--- src/rtl/lal_pkg.sv ---
// shared types and constants of the lease allocator
package lal_pkg;

  // item field widths
  localparam int MacW     = 48;
  localparam int IpW      = 32;
  localparam int SfxW     = 8;
  localparam int PrefixW  = 24;
  localparam int BaseW    = 8;
  localparam int CountW   = 7;
  localparam int EntryW   = MacW + SfxW;

  // configuration port
  localparam int CfgIdxW  = 2;
  localparam int CfgDataW = 24;

  // register reset values
  localparam logic [PrefixW-1:0] PrefixRst = 24'hC0A804;
  localparam logic [BaseW-1:0]   BaseRst   = 8'd100;
  localparam logic [CountW-1:0]  CountRst  = 7'd51;

  // register indexes
  typedef enum logic [CfgIdxW-1:0] {
    REG_SERVER_PREFIX = 2'd0,
    REG_POOL_BASE     = 2'd1,
    REG_POOL_COUNT    = 2'd2
  } lal_reg_e;

  // controller to datapath
  typedef struct packed {
    logic load;      // capture input word, clear scan state
    logic mark;      // honoured request: set suffix, mark its slot if in the pool
    logic tbl_rd;    // read client entry at table counter
    logic tbl_inc;   // step table counter
    logic tbl_wr;    // record client at table counter
    logic tbl_hit;   // take suffix from the entry just read
    logic slot_inc;  // step slot counter
    logic slot_take; // take slot at slot counter
    logic finish;    // move result into output register
  } lal_cmd_t;

  // datapath to controller
  typedef struct packed {
    logic honour;    // acknowledge for a leasable address in our subnet
    logic tbl_end;   // table counter past last entry
    logic tbl_empty; // entry at table counter never written
    logic tbl_match; // entry read holds this client
    logic slot_end;  // slot counter past last active slot
    logic slot_ok;   // slot at slot counter is free and leasable
    logic out_busy;  // output register holds a word not yet taken
  } lal_sts_t;

endpackage

--- src/rtl/lal_ram.sv ---
// generic single-port-write ram with registered read
module lal_ram #(
  parameter int WIDTH = 8,
  parameter int DEPTH = 16
) (
  input  logic                                   clk_i,
  input  logic                                   we_i,
  input  logic [((DEPTH > 1) ? $clog2(DEPTH) : 1)-1:0] waddr_i,
  input  logic [WIDTH-1:0]                       wdata_i,
  input  logic                                   re_i,
  input  logic [((DEPTH > 1) ? $clog2(DEPTH) : 1)-1:0] raddr_i,
  output logic [WIDTH-1:0]                       rdata_o
);

  logic [WIDTH-1:0] mem_q [DEPTH];
  logic [WIDTH-1:0] rdata_q;

  always_ff @(posedge clk_i) begin
    if (we_i) begin
      mem_q[waddr_i] <= wdata_i;
    end
    if (re_i) begin
      rdata_q <= mem_q[raddr_i];
    end
  end

  assign rdata_o = rdata_q;

endmodule

--- src/rtl/lal_dp.sv ---
// datapath: config registers, slot bitmap, client table, scan counters, output register
module lal_dp #(
  parameter int POOL_SLOTS     = 64,
  parameter int CLIENT_ENTRIES = 16
) (
  input  logic                           clk_i,
  input  logic                           rst_ni,
  input  logic                           cfg_valid_i,
  input  logic [lal_pkg::CfgIdxW-1:0]    cfg_index_i,
  input  logic [lal_pkg::CfgDataW-1:0]   cfg_data_i,
  input  logic [79:0]                    in_data_i,
  input  logic                           in_user_i,
  input  logic                           out_ready_i,
  input  lal_pkg::lal_cmd_t              cmd_i,
  output lal_pkg::lal_sts_t              sts_o,
  output logic                           out_valid_o,
  output logic                           out_user_o,
  output logic [39:0]                    out_data_o
);
  import lal_pkg::*;

  localparam int TIW = (CLIENT_ENTRIES > 1) ? $clog2(CLIENT_ENTRIES) : 1;
  localparam int TCW = $clog2(CLIENT_ENTRIES + 1);
  localparam int SIW = (POOL_SLOTS > 1) ? $clog2(POOL_SLOTS) : 1;
  localparam int SCW = $clog2(POOL_SLOTS + 1);

  logic [PrefixW-1:0] prefix_q;
  logic [BaseW-1:0]   base_q;
  logic [CountW-1:0]  count_q;

  logic               action_q;
  logic [MacW-1:0]    mac_q;
  logic [IpW-1:0]     req_q;
  logic [SfxW-1:0]    sfx_q;

  logic [TCW-1:0]     tcnt_q;
  logic [SCW-1:0]     scnt_q;
  logic [CLIENT_ENTRIES-1:0] valid_q;
  logic [POOL_SLOTS-1:0]     taken_q;

  logic               out_valid_q;
  logic               out_grant_q;
  logic [SfxW-1:0]    out_sfx_q;
  logic [IpW-1:0]     out_addr_q;

  logic [TIW-1:0]     tidx;
  logic [SIW-1:0]     sidx;
  logic [SCW-1:0]     n_act;
  logic [9:0]         slot_sfx;
  logic [8:0]         mark_off;
  logic               mark_in;
  logic [EntryW-1:0]  rd_entry;

  // config writes, unknown indexes dropped
  always_ff @(posedge clk_i or negedge rst_ni) begin
    if (!rst_ni) begin
      prefix_q <= PrefixRst;
      base_q   <= BaseRst;
      count_q  <= CountRst;
    end else if (cfg_valid_i) begin
      unique case (lal_reg_e'(cfg_index_i))
        REG_SERVER_PREFIX: prefix_q <= cfg_data_i[PrefixW-1:0];
        REG_POOL_BASE:     base_q   <= cfg_data_i[BaseW-1:0];
        REG_POOL_COUNT:    count_q  <= cfg_data_i[CountW-1:0];
        default: ;
      endcase
    end
  end

  // active slots, saturated to storage
  always_comb begin
    if ({2'b00, count_q} > 9'(POOL_SLOTS)) begin
      n_act = SCW'(POOL_SLOTS);
    end else begin
      n_act = SCW'(count_q);
    end
  end

  assign tidx     = tcnt_q[TIW-1:0];
  assign sidx     = scnt_q[SIW-1:0];
  assign slot_sfx = {2'b00, base_q} + 10'(scnt_q);
  assign mark_off = {1'b0, req_q[SfxW-1:0]} - {1'b0, base_q};
  assign mark_in  = (req_q[SfxW-1:0] >= base_q) && (10'(mark_off[7:0]) < 10'(n_act));

  always_comb begin
    sts_o.honour    = action_q && (req_q[IpW-1:SfxW] == prefix_q) && (req_q[SfxW-1:0] != '0);
    sts_o.tbl_end   = (tcnt_q == TCW'(CLIENT_ENTRIES));
    sts_o.tbl_empty = !valid_q[tidx];
    sts_o.tbl_match = (rd_entry[MacW-1:0] == mac_q);
    sts_o.slot_end  = (scnt_q == n_act);
    sts_o.slot_ok   = (slot_sfx <= 10'd255) && (slot_sfx != '0) && !taken_q[sidx];
    sts_o.out_busy  = out_valid_q && !out_ready_i;
  end

  // item capture and result suffix
  always_ff @(posedge clk_i) begin
    if (cmd_i.load) begin
      action_q <= in_user_i;
      mac_q    <= in_data_i[MacW-1:0];
      req_q    <= in_data_i[MacW+IpW-1:MacW];
      sfx_q    <= '0;
    end else if (cmd_i.mark) begin
      sfx_q <= req_q[SfxW-1:0];
    end else if (cmd_i.tbl_hit) begin
      sfx_q <= rd_entry[EntryW-1:MacW];
    end else if (cmd_i.slot_take) begin
      sfx_q <= slot_sfx[SfxW-1:0];
    end
  end

  // scan counters, slot bitmap and table valid bits
  always_ff @(posedge clk_i or negedge rst_ni) begin
    if (!rst_ni) begin
      tcnt_q  <= '0;
      scnt_q  <= '0;
      valid_q <= '0;
      taken_q <= '0;
    end else begin
      if (cmd_i.load || cmd_i.slot_take) begin
        tcnt_q <= '0;
      end else if (cmd_i.tbl_inc) begin
        tcnt_q <= tcnt_q + 1'b1;
      end
      if (cmd_i.load) begin
        scnt_q <= '0;
      end else if (cmd_i.slot_inc) begin
        scnt_q <= scnt_q + 1'b1;
      end
      if (cmd_i.tbl_wr) begin
        valid_q[tidx] <= 1'b1;
      end
      if (cmd_i.mark && mark_in) begin
        taken_q[mark_off[SIW-1:0]] <= 1'b1;
      end
      if (cmd_i.slot_take) begin
        taken_q[sidx] <= 1'b1;
      end
    end
  end

  // client table: host byte over hardware address
  lal_ram #(
    .WIDTH (EntryW),
    .DEPTH (CLIENT_ENTRIES)
  ) u_tbl (
    .clk_i   (clk_i),
    .we_i    (cmd_i.tbl_wr),
    .waddr_i (tidx),
    .wdata_i ({sfx_q, mac_q}),
    .re_i    (cmd_i.tbl_rd),
    .raddr_i (tidx),
    .rdata_o (rd_entry)
  );

  // output register
  always_ff @(posedge clk_i or negedge rst_ni) begin
    if (!rst_ni) begin
      out_valid_q <= 1'b0;
    end else if (cmd_i.finish) begin
      out_valid_q <= 1'b1;
    end else if (out_ready_i) begin
      out_valid_q <= 1'b0;
    end
  end

  always_ff @(posedge clk_i) begin
    if (cmd_i.finish) begin
      out_grant_q <= (sfx_q != '0);
      out_sfx_q   <= sfx_q;
      out_addr_q  <= (sfx_q != '0) ? {prefix_q, sfx_q} : '0;
    end
  end

  assign out_valid_o = out_valid_q;
  assign out_user_o  = out_grant_q;
  assign out_data_o  = {out_addr_q, out_sfx_q};

  // leases are never returned
  assert property (@(posedge clk_i) disable iff (!rst_ni)
    (($past(taken_q) & ~taken_q) == '0))
    else $error("pool slot released");

  // recorded clients are never dropped
  assert property (@(posedge clk_i) disable iff (!rst_ni)
    (($past(valid_q) & ~valid_q) == '0))
    else $error("client entry invalidated");

  // a slot taken from the pool always yields a leasable suffix
  assert property (@(posedge clk_i) disable iff (!rst_ni)
    cmd_i.slot_take |=> (sfx_q != '0))
    else $error("slot taken with zero suffix");

endmodule

--- src/rtl/lal_ctrl.sv ---
// controller: sequences table lookup, slot search and table update per request
module lal_ctrl (
  input  logic              clk_i,
  input  logic              rst_ni,
  input  logic              in_valid_i,
  output logic              in_ready_o,
  input  lal_pkg::lal_sts_t sts_i,
  output lal_pkg::lal_cmd_t cmd_o
);
  import lal_pkg::*;

  typedef enum logic [6:0] {
    ST_IDLE  = 7'b0000001,
    ST_MARK  = 7'b0000010,
    ST_TRD   = 7'b0000100,
    ST_TCHK  = 7'b0001000,
    ST_SSCAN = 7'b0010000,
    ST_ESCAN = 7'b0100000,
    ST_FIN   = 7'b1000000
  } lal_state_e;

  lal_state_e state_q, state_d;

  always_comb begin
    state_d    = state_q;
    cmd_o      = '0;
    in_ready_o = 1'b0;
    unique case (state_q)
      ST_IDLE: begin
        in_ready_o = 1'b1;
        if (in_valid_i) begin
          cmd_o.load = 1'b1;
          state_d    = ST_MARK;
        end
      end
      ST_MARK: begin
        cmd_o.mark = sts_i.honour;
        state_d    = ST_TRD;
      end
      ST_TRD: begin
        if (sts_i.tbl_end) begin
          state_d = sts_i.honour ? ST_FIN : ST_SSCAN;
        end else begin
          cmd_o.tbl_rd = 1'b1;
          state_d      = ST_TCHK;
        end
      end
      ST_TCHK: begin
        if (sts_i.honour) begin
          if (sts_i.tbl_empty || sts_i.tbl_match) begin
            cmd_o.tbl_wr = 1'b1;
            state_d      = ST_FIN;
          end else begin
            cmd_o.tbl_inc = 1'b1;
            state_d       = ST_TRD;
          end
        end else if (!sts_i.tbl_empty && sts_i.tbl_match) begin
          cmd_o.tbl_hit = 1'b1;
          state_d       = ST_FIN;
        end else begin
          cmd_o.tbl_inc = 1'b1;
          state_d       = ST_TRD;
        end
      end
      ST_SSCAN: begin
        if (sts_i.slot_end) begin
          state_d = ST_FIN;
        end else if (sts_i.slot_ok) begin
          cmd_o.slot_take = 1'b1;
          state_d         = ST_ESCAN;
        end else begin
          cmd_o.slot_inc = 1'b1;
        end
      end
      ST_ESCAN: begin
        if (sts_i.tbl_end) begin
          state_d = ST_FIN;
        end else if (sts_i.tbl_empty) begin
          cmd_o.tbl_wr = 1'b1;
          state_d      = ST_FIN;
        end else begin
          cmd_o.tbl_inc = 1'b1;
        end
      end
      ST_FIN: begin
        if (!sts_i.out_busy) begin
          cmd_o.finish = 1'b1;
          state_d      = ST_IDLE;
        end
      end
      default: state_d = ST_IDLE;
    endcase
  end

  always_ff @(posedge clk_i or negedge rst_ni) begin
    if (!rst_ni) begin
      state_q <= ST_IDLE;
    end else begin
      state_q <= state_d;
    end
  end

  // a table write always closes the work on the item
  assert property (@(posedge clk_i) disable iff (!rst_ni)
    cmd_o.tbl_wr |=> (state_q == ST_FIN))
    else $error("table written mid scan");

endmodule

--- src/rtl/dhcp_lease_allocator_top.sv ---
// top level of the dhcp lease allocator
// Lease pool allocator for a small DHCP server. Each input word is one lease
// request (tuser: action, 0 discover / 1 request) and produces exactly one
// result word (tuser: granted). A request for a nonzero host in the server's
// /24 is honoured as asked and recorded in the client table unless the table
// is full without the client; anything else returns the client's recorded
// suffix or takes the first free pool slot and records the client in the
// first empty entry, if any. One request is worked on at a time: the client
// table is a ram with a registered read, scanned with a read state and a check
// state per entry, and the slot bitmap is scanned at one slot per cycle. The
// result sits in an output register, so the next request is taken while a
// result waits; a second result stalls until the first is taken. Slot bitmap
// and table valid bits clear at reset; no clearing pass is needed.
module dhcp_lease_allocator_top #(
  parameter int POOL_SLOTS     = 64,
  parameter int CLIENT_ENTRIES = 16
) (
  input  logic                         clk_i,
  input  logic                         rst_ni,
  // configuration write channel
  input  logic                         cfg_valid_i,
  output logic                         cfg_ready_o,
  input  logic [lal_pkg::CfgIdxW-1:0]  cfg_index_i,
  input  logic [lal_pkg::CfgDataW-1:0] cfg_data_i,
  // request words
  input  logic                         s_axis_tvalid,
  output logic                         s_axis_tready,
  input  logic [79:0]                  s_axis_tdata,  // hw address[47:0], asked address[79:48]
  input  logic                         s_axis_tuser,  // action
  // result words
  output logic                         m_axis_tvalid,
  input  logic                         m_axis_tready,
  output logic [39:0]                  m_axis_tdata,  // lease_suffix[7:0], lease_address[39:8]
  output logic                         m_axis_tuser   // granted
);
  import lal_pkg::*;

  lal_cmd_t cmd;
  lal_sts_t sts;

  // config registers take a write in any cycle
  assign cfg_ready_o = 1'b1;

  // request sequencing
  lal_ctrl u_ctrl (
    .clk_i      (clk_i),
    .rst_ni     (rst_ni),
    .in_valid_i (s_axis_tvalid),
    .in_ready_o (s_axis_tready),
    .sts_i      (sts),
    .cmd_o      (cmd)
  );

  // storage, compares and result register
  lal_dp #(
    .POOL_SLOTS     (POOL_SLOTS),
    .CLIENT_ENTRIES (CLIENT_ENTRIES)
  ) u_dp (
    .clk_i       (clk_i),
    .rst_ni      (rst_ni),
    .cfg_valid_i (cfg_valid_i),
    .cfg_index_i (cfg_index_i),
    .cfg_data_i  (cfg_data_i),
    .in_data_i   (s_axis_tdata),
    .in_user_i   (s_axis_tuser),
    .out_ready_i (m_axis_tready),
    .cmd_i       (cmd),
    .sts_o       (sts),
    .out_valid_o (m_axis_tvalid),
    .out_user_o  (m_axis_tuser),
    .out_data_o  (m_axis_tdata)
  );

endmodule

--- config.mk ---
export PLATFORM = sky130hd
export DESIGN_NAME = dhcp_lease_allocator_top
export DESIGN_NICKNAME = d
export VERILOG_FILES = /design/src/rtl/lal_pkg.sv /design/src/rtl/lal_ram.sv /design/src/rtl/lal_dp.sv /design/src/rtl/lal_ctrl.sv /design/src/rtl/dhcp_lease_allocator_top.sv
export SDC_FILE = /design/constraint.sdc
export NUM_CORES = 1
export LEC_CHECK = 0
export BUFFER_PORTS_ARGS = -buffer_cell sky130_fd_sc_hd__clkbuf_2
export CORE_ASPECT_RATIO = 0.7
export CORE_MARGIN = 4
export CORE_UTILIZATION = 45
export CTS_CLUSTER_SIZE = 10
export DETAILED_ROUTE_END_ITERATION = 10
export GPL_ROUTABILITY_DRIVEN = 0
export PLACE_DENSITY_LB_ADDON = 0.05
export SLEW_MARGIN = 20
export SYNTH_ARGS = -nofsm -noshare
export SYNTH_HDL_FRONTEND = slang
export SYNTH_HIERARCHICAL = 1
export SYNTH_SLANG_ARGS = --single-unit
--- constraint.sdc ---
create_clock -name clk_i -period 13.9 [get_ports clk_i]
set_input_delay 0.695 -clock clk_i [delete_from_list [all_inputs] [get_ports clk_i]]
set_output_delay 0.695 -clock clk_i [all_outputs]
set_load 0.05 [all_outputs]
# Word level (Yosys, flattened, before mapping)
# Memories as Yosys holds them, arrays and structs flattened. A register that Yosys moved wholly into a read port is not among the register bits.
# Cells that the tools add are included.
[totals]
regBits = 269
ramBits = 896
elab_cells = 139
mem_count = 1
[classes]
add_sub_neg = 4
n_lt_le_gt_ge = 10
eq_ne = 17
muxes = 60
n_bitwise = 3
reduce_logical = 28
[memory_table]
columns = ["name", "words", "width", "rd", "rd_clocked_by_memory_dff", "write_ports", "line_no", "text"]
rows = [
  ["u_dp.u_tbl.mem_q", 16, 56, 1, 1, 1, "lal_ram.sv:15", "logic [WIDTH-1:0] mem_q [DEPTH];"],
]
[op_table]
columns = ["operator", "count"]
rows = [
  ["two-way mux 64 bit", 2],
  ["OR 64 bit", 2],
  ["two-way mux 7 bit", 14],
  ["one-hot mux 7 bit (7 select lines)", 1],
  ["== test 48 bit", 1],
  ["two-way mux 1 bit", 29],
  ["== test 24 bit", 1],
  ["two-way mux 8 bit", 3],
  ["OR 16 bit", 1],
  ["nonzero test 8 bit", 2],
  ["less-than comparator 6 x 7 -> 1 bit (second input constant)", 2],
  ["demux 1 bit (select 6 bit)", 2],
  ["greater-or-equal comparator 6 x 1 -> 1 bit (second input constant)", 2],
  ["logical AND 1 bit", 11],
  ["<= comparator 10 x 8 -> 1 bit (second input constant)", 1],
  ["two-way mux 5 bit", 2],
  ["nonzero test 10 bit", 1],
  ["adder 8 x 7 -> 9 bit", 1],
  ["greater-or-equal comparator 8 bit", 1],
  ["less-than comparator 8 x 7 -> 1 bit", 1],
  ["subtractor 8 bit", 1],
  ["adder 7 x 1 -> 7 bit (second input constant)", 1],
  ["== test 7 x 1 -> 1 bit (second input constant)", 1],
  ["== test 7 x 2 -> 1 bit (second input constant)", 1],
  ["other kinds (27)", 38],
]

# Depth between registers and ports, before layout
# Gate-level depths: netlist of the first run.
[logic_depth]
ltp_word = 10
depth_mapped = 15

# Hierarchy
# The synthesis of the first run kept the hierarchy.
[by_module_without_submodules]
columns = ["module", "n_inst", "cells_per_inst", "area_each_um2", "seq_area_each_um2"]
rows = [
  ["lal_ram", 1, 1445, 35238.8, 28587.4],
  ["lal_dp", 1, 1009, 12487.0, 7143.1],
  ["lal_ctrl", 1, 57, 526.8, 176.4],
  ["dhcp_lease_allocator_top", 1, 2, 11.3, 0.0],
]

# Worst setup path before layout of the first run
# Ideal clock, no wire load.
[synth_path]
path_kind = "flip-flop to flip-flop"
start = "register u_dp.tcnt_q[0]"
end = "memory u_dp/u_tbl/mem_q[0][0] in the netlist's numbering (enable)"
setup_time_ns = 0.539
arrival_time_ns = 6.636
required_ns = 13.361
setup_slack_ns = 6.725
path_stages_with_launch = 9
n_path_buf = 1
cell_sequence = "dfrtp_1 -> clkbuf_1 -> mux4_2 -> mux4_2 -> inv_1 -> o21ai_0 -> o21ai_1 -> or3b_2 -> nor3_1"
[synth_rtl]
columns = ["element", "line_no", "text"]
rows = [
  ["start, declared", "lal_dp.sv:36", "logic [TCW-1:0] tcnt_q;"],
  ["start signal, assigned", "lal_dp.sv:122", "tcnt_q <= tcnt_q + 1'b1;"],
  ["end, declared", "lal_ram.sv:15", ""],
]

==> results.md, run 1 <==
* Status: finished, final reports clean
* Post-DP Area at a little over 50000 um^2
* Post-synth ARST share at between 10% and 20%
* Clk buf depth at 3
* # rows at 100
* Total net switching power at 0.002252 W
* Primary FF master, synth: edfxtp_1
* R2r worst-path depth at 9
* Layout Nets at ~2900
* Sequential area share after synthesis at between 70% and 80%
* Post-synth net total at between 2000 and 3000
* Die span in x at 399.4 um
* P_int at ~0.0067 W
* Clock-pin slew on the worst setup and hold paths at approximately 60 ps
* Crit Path Class: reg2reg
* Least-Margin Pin Slew at approximately 1100 ps
* Post_cts resized at 0
* Syn Inst Count at about 2500
* Largest net degree at the start of global routing at approximately 150
* Share of cells above drive strength 1 at between 20% and 30%
* Vias in the first global route at 25482
* Post-synth cell types at 78
* Setup ws final at ~7000 ps
* CP Cell Sequence: buf_4 > mux4_2 > mux4_2 > inv_1 > o21ai_0 > o21ai_1 > nand3b_1 > nor2_4 > buf_4
* Post-CTS Setup Repair Bufs at 0
* Largest area contributor in the netlist: edfxtp_1
* Cell area after layout at around 55000 um^2
* CTS sink count at between 1000 and 1500
* Clock power share at between 30 and 40%
* Crit-path max cell delay at around 960 ps
* Area Overhead vs Synth at 13.14%
* Max IR drop VDD at 0.1326 mV
* Final Slew Violations at 0
* Logic gate share of total power at 14.1%
* CTS Hold Bufs at 0
* Commonest non-fill, non-tap cell in the layout: edfxtp_1
* Post-route setup TNS at 0 ps
* Routed length per instance at approximately 29 um
* CP Capture Type: flip-flop
* CTS root buffer: clkbuf_16
* Die Area at around 110000 um^2
* DRT antenna net count at 0
* Post-route DRC at 0
* Synth warnings at 6
* Yosys top cell area share at roughly 67%
* Final HPWL DP at ~67000 um
* Worst path slowest cell: nor2_4
* Hold_ws at 55.06 ps
* Top Family by Delay on Critical Path: buffers and inverters
* Pre-antenna DRT Iters at 7
* Max Clock Freq at about 150 MHz
* Chip height at around 280 um
* H-tree depth at 4
* DRC violation total after the first TritonRoute iteration at about 2300
* Worst path required time at ~14000 ps
* GRT overflow at 0
* CP Data Arrival Time at 7100 ps
* Synth Register Bits at around 1200
* Critical Path Stages at 9
* Reg-to-reg startpoint: u_dp/tcnt_q[0]
* Post-synth EDFFs at 1074
* Relative slew slack at 25.91%
* Final setup viols at 0
* PortBufs at 154
* PwrDens at around 160 nW/um^2
* Crit start category: flip-flop
* Total wire length at around 120000 um
* Via/cell ratio at between 5 and 6
* Reg power frac at roughly 50%
* Clk Latency, worst-skew pair at roughly 730 ps
* CTS buffer count at between 100 and 150
* Leakage at about 18 nW
* Via Count at approximately 25000
* CP max FO at 41
* CP Buf/Inv Count at 3
* Switching Fraction at around a quarter
* Worst min path class: in2async
* Place WS at 7109 ps
* Initial Utilization at ~45%
* IO Pins at ~160
* Fin crit period at slightly below 7000 ps
* Unrepaired setup endpoints after global routing: false
* Final Cycle Share at 48.61%
* Core footprint at approximately 110000 um^2
* CTS tree: done
* R2R setup slack at around 7000 ps
* Mapped Area at just under 50000 um^2
* Commonest non-fill, non-tap cells in the layout: 1074 x edfxtp_1, 233 x mux4_2, 153 x clkbuf_2
* Global-route wire length before repair at between 150000 and 200000 um
* Tot GR Track Use at 21.68%
* Avg Inst Size Synth at a little under 20 um^2
* Initial antenna violation count at 3
* Clock skew at ~25 ps
* Layout Utilization at 51.34%
* Reg2reg end: u_dp/u_tbl/mem_q[10][21]
* Max-cap violations at 0
* Area contributors post-synth: edfxtp_1 67%, mux4_2 11%, dfrtp_1 6.5%, a22oi_1 1.9%, mux2_2 1.0%
* Final Hold Viols at 0
registers in the layout, summed over array words and instances, names as in the netlist:
register,count
u_dp/out_valid_o,1
u_dp/valid_q,16
u_dp/prefix_q,24
u_dp/taken_q,64
u_dp/mac_q,48
u_dp/out_addr_q,32
u_dp/base_q,8
u_dp/u_tbl/mem_q,896
u_dp/req_q,32
u_dp/scnt_q,7
u_dp/count_q,7
u_dp/u_tbl/rdata_o,56
u_dp/out_user_o,1
u_ctrl/state_q,7
u_dp/action_q,1
u_dp/tcnt_q,5
u_dp/out_sfx_q,8
u_dp/sfx_q,8
how the worst max path moves through the flow:
stage | from | endpoint | slack [ps]
6_report | u_dp/tcnt_q[0] | u_dp/u_tbl/mem_q[10][21] | 7140
2_1_floorplan | u_dp/tcnt_q[0] | u_dp/u_tbl/mem_q[0][0] | 6720
4_1_cts | u_dp/tcnt_q[0] | u_dp/u_tbl/mem_q[11][21] | 7090
5_1_grt | u_dp/tcnt_q[0] | u_dp/u_tbl/mem_q[11][21] | 6740
3_5_place_dp | u_dp/tcnt_q[0] | u_dp/u_tbl/mem_q[10][16] | 7110
3_3_place_gp | u_dp/tcnt_q[0] | u_dp/u_tbl/mem_q[10][16] | 7130
through the flow:
| stage | power [W] | instances |
|---|---|---|
| 2_1_floorplan | 0.005469 | 2513 |
| 3_3_place_gp | 0.005812 | 4028 |
| 3_5_place_dp | 0.005832 | 4028 |
| 4_1_cts | 0.009073 | 4208 |
| 5_1_grt | 0.009352 | 4208 |
| 6_report | 0.008953 | 4209 |
cell usage after synthesis (6+ instances only):
| cell type | instances |
|---|---|
| a2111oi_0 | 6 |
| a211oi_1 | 7 |
| a21oi_1 | 80 |
| a22oi_1 | 119 |
| a31oi_1 | 6 |
| and2_1 | 29 |
| buf_2 | 25 |
| buf_4 | 10 |
| buf_6 | 22 |
| clkbuf_1 | 63 |
| dfrtp_1 | 125 |
| dfstp_2 | 14 |
| dfxtp_1 | 8 |
| edfxtp_1 | 1074 |
| ha_1 | 26 |
| inv_1 | 29 |
| mux2_2 | 45 |
| mux2i_1 | 15 |
| mux4_2 | 233 |
| nand2_1 | 106 |
| nand2b_1 | 11 |
| nand3_1 | 30 |
| nand3b_1 | 9 |
| nand4_1 | 19 |
| nor2_1 | 63 |
| nor2b_1 | 12 |
| nor3_1 | 25 |
| nor4_1 | 23 |
| o21ai_0 | 28 |
| o21ai_1 | 11 |
| o21ai_2 | 50 |
| o21bai_1 | 14 |
| o22ai_1 | 6 |
| xnor2_1 | 39 |
| xor2_1 | 53 |
area by class of cell:
| class | instances | area [um^2] |
|---|---|---|
| fill | 8615 | 51750 |
| sequential | 1221 | 35910 |
| multi-input combinational | 1138 | 11730 |
| clock buffer | 172 | 3751 |
| tap | 1428 | 1787 |
| timing repair buffer | 210 | 1222 |
| inverter | 31 | 116.4 |
| clock inverter | 8 | 85.08 |
| antenna | 1 | 2.502 |
cells by family (layout without fill, tap and decap cells):
group | Yosys count | count (layout) | synth area share, %
flip-flops | 1221 | 1221 | 74.40
XOR/XNOR | 92 | 92 | 1.670
other | 1 | 2 | 0.007770
buffers and inverters | 154 | 421 | 1.682
AO/OA/AOI/OAI | 367 | 367 | 5.403
AND/OR/NAND/NOR | 357 | 357 | 3.850
adder cells (fa/ha/maj) | 28 | 28 | 0.7570
multiplexers | 293 | 293 | 12.23
routing by layer:
layer / vias to the layer above / GRT usage (%) / share of wire [%]
li1: 10598 / - / -
met4: 2 / 5.267 / 1.7
met5: - / 0 / 0.013
met2: 816 / 31.17 / 44
met3: 153 / 4.250 / 6.7
met1: 13291 / 34.19 / 48
power groups by stage:
| stage | logic [W] | clock network, W | registers [W] |
|---|---|---|---|
| 6_report | 0.00126 | 0.00321 | 0.00448 |
| 3_5_place_dp | 0.00128 | 0 | 0.00455 |
| 3_3_place_gp | 0.00127 | 0 | 0.00454 |
| 2_1_floorplan | 0.00101 | 0 | 0.00446 |
| 4_1_cts | 0.00128 | 0.00331 | 0.00448 |
| 5_1_grt | 0.00138 | 0.00347 | 0.00451 |
Note: power is estimated with default switching activity, not from simulation.
==> run 2: changes to the inputs <==
- clock period: 13.9 -> 5.9 ns (I/O delays scaled with it)
==> results.md, run 2 (synthesis results as in run 1) <==
* Status: finished, final reports clean
* Crit-path max cell delay at approximately 900 ps
* Max IR drop VDD at 0.2097 mV
* Final Hold Viols at 0
* Global-route wire length before repair at 180900 um
* Reg2reg end: u_dp/taken_q[43]
* Reg-to-reg startpoint: u_dp/prefix_q[22]
* R2r worst-path depth at 14
* Die Area at around 110000 um^2
* Total wire length at roughly 120000 um
* Routed length per instance at around 28 um
* R2R setup slack at between 1000 and 1500 ps
* Via Count at roughly 26000
* Worst path slowest cell: nor4_2
* Crit Path Class: reg2reg
* DRT antenna net count at 0
* H-tree depth at 4
* CP Buf/Inv Count at 2
* Least-Margin Pin Slew at 1124 ps
* Vias in the first global route at between 20000 and 30000
* Reg power frac at between 40% and 50%
* CTS sink count at between 1000 and 1500
* Unrepaired setup endpoints after global routing: false
* Clock skew at roughly 32 ps
* PortBufs at approximately 150
* Leakage at between 15 and 20 nW
* Top reg by flops: u_dp/u_tbl/mem_q
* Worst min path class: in2async
* Die span in x at between 300 and 400 um
* Reg area at ~36000 um^2
* Max Clock Freq at 211.6 MHz
* Layout Nets at around 3000
* Final setup viols at 0
* Largest net degree at the start of global routing at 115
* Area Overhead vs Synth at 16.52%
* Clock power share at 36.0%
* Clk buf depth at 3
* Post_cts resized at 0
* Initial antenna violation count at 3
* Clock-pin slew on the worst setup and hold paths at approximately 60 ps
* IO Pins at between 150 and 200
* PwrDens at approximately 380 nW/um^2
* Post-DP Area at 51230 um^2
* CTS root buffer: clkbuf_16
* Share of cells above drive strength 1 at 26.80%
* Tot GR Track Use at between 20% and 30%
* # rows at 100
* Clk Latency, worst-skew pair at between 700 and 800 ps
* DRC violation total after the first TritonRoute iteration at between 2000 and 2500
* Max-cap violations at 0
* Fin crit period at ~4700 ps
* Final Slew Violations at 0
* Setup ws final at 1174 ps
* Pre-antenna DRT Iters at 6
* CP Data Arrival Time at 5390 ps
* Top Family by Delay on Critical Path: simple AND/OR/NAND/NOR gates
* Relative slew slack at 25.07%
* Largest register FFs at ~900
* Worst path required time at 6570 ps
* CTS buffer count at about 140
* Final Cycle Share at roughly 80%
* Commonest non-fill, non-tap cells in the layout: 1074 x edfxtp_1, 233 x mux4_2, 153 x clkbuf_2
* Core footprint at 106400 um^2
* Place WS at 1188 ps
* Switching Fraction at 25.52%
* Crit start category: flip-flop
* CP max FO at 19
* GRT overflow at 0
* Chip height at approximately 280 um
* CP Cell Sequence: xnor2_1 > nand4_1 > a2111oi_0 > nand3_1 > nor4_2 > inv_1 > nor2_1 > buf_4 > nand2b_1 > a21oi_1 > nand2_1 > nor3_1 > nand3_1 > o21ai_2
* Crit-path most repeated cell: nand3_1
* Initial Utilization at a little under half
* Cell area after layout at 56240 um^2
* P_int at 0.01583 W
* Post-route DRC at 0
* Fill cell count at 8488
* Via/cell ratio at about 5.9
* Total net switching power at between 0.005 and 0.006 W
* Logic gate share of total power at about 15%
* CTS tree: done
* Commonest non-fill, non-tap cell in the layout: edfxtp_1
* CP Capture Type: flip-flop
* Final HPWL DP at just under 70000 um
* Multi-input logic area at between 10000 and 15000 um^2
## run 2: cell types whose count changed in the layout (fill, tap and decap cells not counted), moves of 3 or more
cell and change:
dlygate4sd3_1 +108, diode_2 +3, clkbuf_16 -3, buf_12 +24, nor3_2 -3, buf_4 -4
clkbuf_1 +7
## run 2: worst max path at each step
stage	depth (start not counted)	slack, ps	from	end
6_report	14	1170	u_dp/prefix_q[22]	u_dp/taken_q[43]
5_1_grt	14	830	u_dp/prefix_q[22]	u_dp/taken_q[45]
4_1_cts	14	1160	u_dp/prefix_q[22]	u_dp/taken_q[43]
3_5_place_dp	14	1190	u_dp/prefix_q[22]	u_dp/taken_q[43]
3_3_place_gp	14	1150	u_dp/prefix_q[22]	u_dp/taken_q[29]
2_1_floorplan	8	-960	u_dp/tcnt_q[0]	u_dp/u_tbl/mem_q[12][0]
## run 2: cell type report
class,instances,area share [%]
sequential,1221,63.86
multi-input combinational,1138,20.85
clock buffer,177,6.608
timing repair buffer,340,4.937
tap,1428,3.177
clock inverter,15,0.3426
inverter,31,0.2069
antenna,4,0.01780
## run 2: power by group through the flow
stage	logic, W	clock network [W]	registers [W]
floorplan	0.00238	0	0.0105
global placement	0.00307	0	0.0106
detailed placement	0.00308	0	0.0107
CTS	0.00315	0.00786	0.0105
global route	0.00337	0.00825	0.0106
finish	0.00310	0.00765	0.0105
## run 2: per-layer routing
metal / wire length [um] / up-vias / global-route usage [%]
met5: 0 / - / 0
met4: 1835 / 0 / 5.006
met3: 7386 / 142 / 4.117
met2: 55170 / 779 / 32.18
met1: 59320 / 13703 / 34.95
li1: - / 10910 / -
## run 2: timing repair
item | in CTS | in global routing
buffers inserted | 0 | 0
endpoints found under the hold margin | 208 | 0
hold buffers | 108 | 0
## run 2: per-stage QoR
step	setup TNS, ps	util, %	cells	total power (W)	hold slack (ps)
after floorplan	-161040	-	2513	0.01288	-0.5911
after global placement	0	48.17	4050	0.01371	396.3
after detailed placement	0	48.17	4050	0.01377	419.0
after CTS	0	52.86	4350	0.02152	184.8
after global routing	0	52.87	4350	0.02219	223.7
final	0	52.88	4354	0.02126	175.3
## run 2: worst reg2reg max path: stages (launching register included)
cell and delay, ps:
dfstp_2 540, xnor2_1 120, nand4_1 170, a2111oi_0 510, nand3_1 160, nor4_2 900, inv_1 160, nor2_1 150
buf_4 260, nand2b_1 80, a21oi_1 280, nand2_1 180, nor3_1 700, nand3_1 250, o21ai_2 180
